**src/design/clp_pkg.sv**
```systemverilog
// Types and constants of the line closest-point block.
`timescale 1ns / 1ps
package clp_pkg;

	localparam int COORD_W = 32;
	localparam int DIFF_W  = COORD_W + 1;
	localparam int DOT_W   = 2 * DIFF_W + 2;
	localparam int PROD_W  = 2 * DOT_W + 1;
	localparam int FRAC_W  = 16;
	localparam int EPS_W   = 16;
	localparam int LIMB_W  = 32;
	localparam int QMAG_W  = COORD_W - 1;
	localparam int MUL_LAT = 3;
	localparam int DIV_LAT = QMAG_W + 2;

	typedef enum logic [1:0] {
		STAT_SOLVED     = 2'd0,
		STAT_DEG_SECOND = 2'd1,
		STAT_DEG_FIRST  = 2'd2,
		STAT_PARALLEL   = 2'd3
	} status_t;

	typedef struct packed {
		logic signed [COORD_W-1:0] first_start_x;
		logic signed [COORD_W-1:0] first_start_y;
		logic signed [COORD_W-1:0] first_start_z;
		logic signed [COORD_W-1:0] first_end_x;
		logic signed [COORD_W-1:0] first_end_y;
		logic signed [COORD_W-1:0] first_end_z;
		logic signed [COORD_W-1:0] second_start_x;
		logic signed [COORD_W-1:0] second_start_y;
		logic signed [COORD_W-1:0] second_start_z;
		logic signed [COORD_W-1:0] second_end_x;
		logic signed [COORD_W-1:0] second_end_y;
		logic signed [COORD_W-1:0] second_end_z;
	} lines_t;

	typedef struct packed {
		status_t                   status_code;
		logic signed [COORD_W-1:0] param_first;
		logic signed [COORD_W-1:0] param_second;
		logic signed [COORD_W-1:0] near_first_x;
		logic signed [COORD_W-1:0] near_first_y;
		logic signed [COORD_W-1:0] near_first_z;
		logic signed [COORD_W-1:0] near_second_x;
		logic signed [COORD_W-1:0] near_second_y;
		logic signed [COORD_W-1:0] near_second_z;
	} result_t;

endpackage

```
**src/design/clp_mul.sv**
```systemverilog
// Pipelined signed multiplier built from 32 by 32 bit limb products.
`timescale 1ns / 1ps
module clp_mul import clp_pkg::*; #(
	parameter int WA = 33,
	parameter int WB = 33
) (
	input  logic                  clk,
	input  logic                  en,
	input  logic signed [WA-1:0]  a,
	input  logic signed [WB-1:0]  b,
	output logic signed [WA+WB-1:0] p
);

	localparam int NA = (WA + LIMB_W - 1) / LIMB_W;
	localparam int NB = (WB + LIMB_W - 1) / LIMB_W;
	localparam int SW = (NA + NB) * LIMB_W;

	logic [WA-1:0]          mag_a;
	logic [WB-1:0]          mag_b;
	logic [NA*LIMB_W-1:0]   ua;
	logic [NB*LIMB_W-1:0]   ub;
	logic [2*LIMB_W-1:0]    pp_s1 [NA][NB];
	logic                   neg_s1;
	logic [SW-1:0]          acc;
	logic [WA+WB-1:0]       sum_s2;
	logic                   neg_s2;
	logic signed [WA+WB-1:0] p_s3;

	always_comb begin
		mag_a = a[WA-1] ? WA'(-a) : WA'(a);
		mag_b = b[WB-1] ? WB'(-b) : WB'(b);
		ua    = (NA*LIMB_W)'(mag_a);
		ub    = (NB*LIMB_W)'(mag_b);
	end

	always_ff @(posedge clk) begin
		if (en) begin
			for (int i = 0; i < NA; i++) begin
				for (int j = 0; j < NB; j++) begin
					pp_s1[i][j] <= ua[i*LIMB_W +: LIMB_W] * ub[j*LIMB_W +: LIMB_W];
				end
			end
			neg_s1 <= a[WA-1] ^ b[WB-1];
		end
	end

	always_comb begin
		acc = '0;
		for (int i = 0; i < NA; i++) begin
			for (int j = 0; j < NB; j++) begin
				acc = acc + (SW'(pp_s1[i][j]) << (LIMB_W * (i + j)));
			end
		end
	end

	always_ff @(posedge clk) begin
		if (en) begin
			sum_s2 <= acc[WA+WB-1:0];
			neg_s2 <= neg_s1;
			p_s3   <= neg_s2 ? $signed(-sum_s2) : $signed(sum_s2);
		end
	end

	assign p = p_s3;

endmodule

```
**config.mk**
```make
export PLATFORM = sky130hd
export DESIGN_NAME = clp_mul
export DESIGN_NICKNAME = d
export VERILOG_FILES = /design/src/design/clp_pkg.sv /design/src/design/clp_mul.sv
export SDC_FILE = /design/constraint.sdc
export NUM_CORES = 2
export LEC_CHECK = 0
export ABC_AREA = 1
export BUFFER_PORTS_ARGS = -buffer_cell sky130_fd_sc_hd__buf_2
export CELL_PAD_IN_SITES_DETAIL_PLACEMENT = 2
export CELL_PAD_IN_SITES_GLOBAL_PLACEMENT = 2
export CORE_MARGIN = 4
export CORE_UTILIZATION = 30
export DETAILED_ROUTE_END_ITERATION = 10
export GPL_TIMING_DRIVEN = 0
export HOLD_SLACK_MARGIN = 0.03
export PLACE_DENSITY = 0.75
export SETUP_SLACK_MARGIN = 0.02
export SLEW_MARGIN = 20
export SYNTH_ARGS = -nofsm -noshare
export SYNTH_HDL_FRONTEND = slang
export SYNTH_SLANG_ARGS = --single-unit
```
**constraint.sdc**
```tcl
create_clock -name clk -period 9.9 [get_ports clk]
set_clock_uncertainty 0.1 [all_clocks]
set_input_delay 0.495 -clock clk [delete_from_list [all_inputs] [get_ports clk]]
set_output_delay 0.495 -clock clk [all_outputs]
set_load 0.005 [all_outputs]
```
# ---- Word-level counts from Yosys, hierarchy flattened
# Memory sizes are Yosys's and may differ from the RTL's.
# Index checks and enable logic that the tools add are counted.
dict set report classes {
  mux 5
  addsub 6
  n_mul 4
  bitwise 1
}
# cell n
set ops {}
lappend ops {{$add A66 B66 Y66} 2}
lappend ops {{$add A64 B66 Y66} 1}
lappend ops {{$mux W33} 2}
lappend ops {{$mux W66} 1}
lappend ops {{$neg A33 Y33} 2}
lappend ops {{$neg A66 Y66} 1}
lappend ops {{$mul A32 B32 Y64} 1}
lappend ops {{$mul A1 B32 Y33} 1}
lappend ops {{$mul A32 B1 Y33} 1}
lappend ops {{$mul A1 B1 Y2} 1}
lappend ops {{$mux W1} 2}
lappend ops {{$xor A1 B1 Y1} 1}
dict set report totals {
  mem_count 1
  inputBits 68
  ram_bits 194
  register_bits 134
  wordCells 21
  output_inout_bits 66
}
# name words width read_ports rd_clocked_by_memory_dff write_ports line_no
set mem_list {}
lappend mem_list {pp_s1 2 97 2 0 2 clp_mul.sv:22} ;# logic [2*LIMB_W-1:0] pp_s1 [NA][NB];

# ---- Longest topological paths before layout
# An unclocked memory read counts as a cell.
dict set report logic_depth {
  depth_word 4
  ltp_mapped 43
}

# ---- Least setup slack after synthesis
# OpenSTA, ideal clock, no wires.
dict set report synth_path {
  kind {input to register}
  start {input port a[0]}
  end {memory pp_s1[0][95] in the netlist's numbering, data pin}
  path_buffers 3
  arrival_time_ps 7592
  setup_ps 252
  setup_slack_ps 1956
  stages 36
  cell_sequence {buf_6 > inv_6 > clkbuf_1 > ha_1 > nand4_1 > nor2_1 > nand3_2 > nand2_2 > nand2_1 > nand2_2 > nand2_4 > inv_4 > buf_6 > nand2_1 > fa_1 > inv_1 > fa_1 > fa_1 > inv_1 > fa_1 > inv_1 > fa_1 > fa_1 > fa_1 > inv_1 > fa_1 > inv_1 > ha_1 > nand2_1 > nor2_1 > and2_1 > nand2_1 > nor3_1 > nand2_1 > nand3_1 > nand2_1}
}
# item line_no
set synth_lines {}
lappend synth_lines {{start: declaration} clp_mul.sv:9} ;# input logic signed [WA-1:0] a,
lappend synth_lines {{end: declaration} clp_mul.sv:22}

==> Flow_metrics.wiki <==
{| class="wikitable"
! Metric !! Value
|-
| Run status || finished clean
|-
| Clock Pin Slew Worst Setup and Hold Paths || about 60 ps
|-
| RSZ-0062 raised after global routing || true
|-
| Initial Utilization || a little under a third
|-
| Vias in the first global route || between 40,000 and 50,000
|-
| Number of buffers inserted during clock tree synthesis || 27
|-
| Total routing resource utilization after global routing || between 20% and 30%
|-
| DRT iter0 DRCs || a little under 3,000
|-
| Antenna violations before repair || 14
|-
| Leading area contributor after synthesis || sky130_fd_sc_hd__fa_1
|-
| Worst min-delay path class || primary input to flop
|-
| Worst reg2reg endpoint || sum_s2[52]
|-
| Clock insertion delay at the later pin of the skew report || ~570 ps
|-
| Achievable clock frequency || 103 MHz
|-
| Largest fanout on the critical path || 14
|-
| End point of the most critical hold path || p[2]
|-
| Crit path time final || a little under 10,000 ps
|-
| Final-layout worst hold slack || 278 ps
|-
| Largest stage delay, worst path || about 800 ps
|-
| Number of buffers and inverters on the critical path || 10
|-
| Yosys synthesis warning count || 0
|-
| Worst hold start || en
|-
| Synthesized instance count || approximately 6,200
|-
| Layout Nets || 7,623
|-
| Die extent in x || just over 400 µm
|-
| Global-route wire length before repair || roughly 340 mm
|-
| Register bit total from synthesis || roughly 260
|-
| Fraction of final layout cells with drive strength greater than 1 || 6.59%
|-
| Hold path cells || 1
|-
| Distinct cell type count of the synthesized netlist || 53
|-
| Reg2reg path depth || 9
|-
| Startpoint of the lowest-slack register-to-register path || pp_s1[0][19]
|-
| Startpoint type of the worst setup path || primary input
|-
| Worst Path Class, Setup || primary input to flop
|-
| CP max-delay cell || sky130_fd_sc_hd__clkbuf_1
|-
| Full die area || 173,000 µm²
|-
| Pre-Repair DR Iteration Count || 5
|-
| Weighted congestion reported at the end of routability-driven placement || between 0.9 and 1
|-
| Total number of vias || about 43,000
|-
| Most common cell after layout, fill and taps aside || sky130_fd_sc_hd__nand2_1
|-
| Synthesized area per cell || 8.09 µm²
|-
| Number of standard-cell rows in the floorplan || 149
|-
| Core ar. || between 150,000 and 200,000 µm²
|-
| IO Pins || between 100 and 150
|-
| Cell area after placement || roughly 53,000 µm²
|-
| H-tree Lvls || 1
|-
| Fraction of registers with async set/reset || 0%
|-
| Max-cap violations || 0
|-
| Total nets after synthesis || approximately 7,500
|-
| Type of destination of the critical path || flop
|-
| Most repeated library cell on the critical path || sky130_fd_sc_hd__fa_1
|-
| Die Y-Extent || 416 µm
|-
| Register-to-register setup slack || approximately 6700 ps
|-
| Max clock buf depth || 3
|-
| Area share of the leading cell type in the synthesized netlist || a little under two fifths
|-
| Number of antenna-violating nets in the routed design || 0
|-
| Max-Slew Margin vs Limit || 21.2%
|-
| Final cell area excluding filler cells || 54,300 µm²
|-
| Number of inserted filler cells in the final layout || about 19,000
|-
| Synth Cell Area || ~50,000 µm²
|-
| Total wire length || 232 mm
|-
| Number of pins exceeding their max-slew limit in the final report || 0
|-
| CTS tree || yes
|-
| Via-per-instance ratio || 5.06
|-
| Area growth from synthesis to final layout || 8.94%
|-
| Final routed wire length divided by cell count || 27.1 µm
|-
| Cell type group with the largest total delay on the critical path || adder cells
|-
| Required time of the critical path || between 10,000 and 15,000 ps
|-
| Number of endpoints with negative hold slack in the final report || 0
|-
| Share of synthesized area occupied by flip-flops and latches || between 10% and 20%
|-
| Area of combinational cells with multiple inputs || between 30,000 and 40,000 µm²
|-
| Number of sinks driven by the clock tree || approximately 260
|-
| Data arrival at the endpoint of the critical path || roughly 9900 ps
|-
| Number of synthesized flops with an enable pin || ~260
|-
| Area taken by flip-flops and latches || 7900 µm²
|-
| Root buffer selected by CTS || sky130_fd_sc_hd__clkbuf_16
|-
| Total overflow reported by the global router || 0
|-
| DRC violation count after routing || 0
|-
| Number of port buffers || between 100 and 150
|-
| Most used DFF post-synth || sky130_fd_sc_hd__edfxtp_1
|-
| Actual slew at the worst max-slew pin || about 1200 ps
|-
| Share of the cycle needed by the critical path after routing || 97.9%
|-
| Final setup viols || 0
|-
| Maximum number of pins on one net before global-route repair || ~110
|-
| Most used cells in the layout excluding fill and tap cells || sky130_fd_sc_hd__nand2_1, sky130_fd_sc_hd__inv_1, sky130_fd_sc_hd__fa_1
|-
| Placed wire-length estimate after detailed placement || ~200 mm
|-
| Top area cells in the synthesized netlist || sky130_fd_sc_hd__fa_1, sky130_fd_sc_hd__edfxtp_1, sky130_fd_sc_hd__nand2_1
|}
## routing by layer
metal	up-vias	GRT usage [%]	routed length, µm
met4	8	13.2	14200
met3	456	3.41	14100
met5	-	0	53
met2	1536	45.6	111000
li1	18427	-	-
met1	22802	32.9	92700
## Yosys cell counts, types with 6 or more instances
cell / n
sky130_fd_sc_hd__ha_1: 298
sky130_fd_sc_hd__nand4_1: 50
sky130_fd_sc_hd__fa_1: 929
sky130_fd_sc_hd__a21oi_1: 93
sky130_fd_sc_hd__o21bai_1: 13
sky130_fd_sc_hd__nand2_2: 15
sky130_fd_sc_hd__edfxtp_1: 263
sky130_fd_sc_hd__nor4_1: 9
sky130_fd_sc_hd__nand3_2: 7
sky130_fd_sc_hd__xor2_1: 113
sky130_fd_sc_hd__buf_4: 21
sky130_fd_sc_hd__o21ai_0: 63
sky130_fd_sc_hd__inv_2: 29
sky130_fd_sc_hd__nor2_1: 831
sky130_fd_sc_hd__o21ai_2: 6
sky130_fd_sc_hd__o21a_1: 6
sky130_fd_sc_hd__nor3_1: 29
sky130_fd_sc_hd__o211ai_1: 6
sky130_fd_sc_hd__nand3b_1: 12
sky130_fd_sc_hd__buf_6: 13
sky130_fd_sc_hd__buf_2: 92
sky130_fd_sc_hd__xnor2_1: 8
sky130_fd_sc_hd__clkinv_1: 7
sky130_fd_sc_hd__nand2_1: 1528
sky130_fd_sc_hd__nand3_1: 172
sky130_fd_sc_hd__clkbuf_1: 57
sky130_fd_sc_hd__inv_1: 1414
sky130_fd_sc_hd__nor2_2: 25
## kinds of logic (layout without fill, tap and decap cells)
| group | after synthesis | in the layout | synth area share (%) |
|---|---|---|---|
| AOI/OAI and AO/OA | 204 | 204 | 2.30 |
| xor gates and xnor gates | 129 | 129 | 2.45 |
| adders and majority gates | 1227 | 1227 | 44.8 |
| buffers and inverters | 1637 | 1817 | 12.9 |
| DFF | 263 | 263 | 15.8 |
| other | 0 | 10 | 0 |
| and+or+nand+nor | 2704 | 2704 | 21.8 |
## worst max path at each step
stage               from  slack, ps  cells past startpoint      endpoint
detailed placement  a[0]      -1260                     34  pp_s1[0][90]
floorplan           a[0]       1960                     36  pp_s1[0][95]
global placement    a[0]      -1190                     33  pp_s1[0][92]
CTS                 a[0]        250                     33  pp_s1[0][90]
finish              b[0]        210                     32  pp_s1[0][90]
global route        b[0]         10                     32  pp_s1[0][90]
## final cells by class
cell class | instances | area share, %
repair buffers | 137 | 1.40
inverters | 1452 | 10.0
clock buffers | 29 | 1.26
flip-flops and latches | 263 | 14.5
diodes | 10 | 0.0460
clock inverters | 16 | 0.336
plain buffers | 183 | 1.82
well taps | 2189 | 5.04
multi-input cells | 4264 | 65.5
## timing repair
action	4_1_cts	5_1_grt
setup endpoints to repair	43	4
resized for setup	2	5
setup buffers	0	0
hold buffers	0	0
gates cloned	0	0
## state kept, by name, indices dropped and copies added, names as in the netlist
| name | cells |
|---|---|
| neg_s1 | 1 |
| neg_s2 | 1 |
| p | 66 |
| pp_s1 | 129 |
| sum_s2 | 66 |
## through the flow
| step | instances | utilization, % | setup slack (ps) | setup TNS, ps |
|---|---|---|---|---|
| final | 8543 | 32.9 | 212 | 0 |
| after global placement | 8484 | 32.3 | -1190 | -34660 |
| after global routing | 8533 | 32.9 | 10.4 | 0 |
| after CTS | 8532 | 32.9 | 246 | 0 |
| after detailed placement | 8489 | 32.3 | -1260 | -40050 |
| after floorplan | 6164 | - | 1960 | 0 |
Power is left out: the tool's default activity adds up to more than one toggle a clock period on the data nets, which glitch-free logic cannot reach.
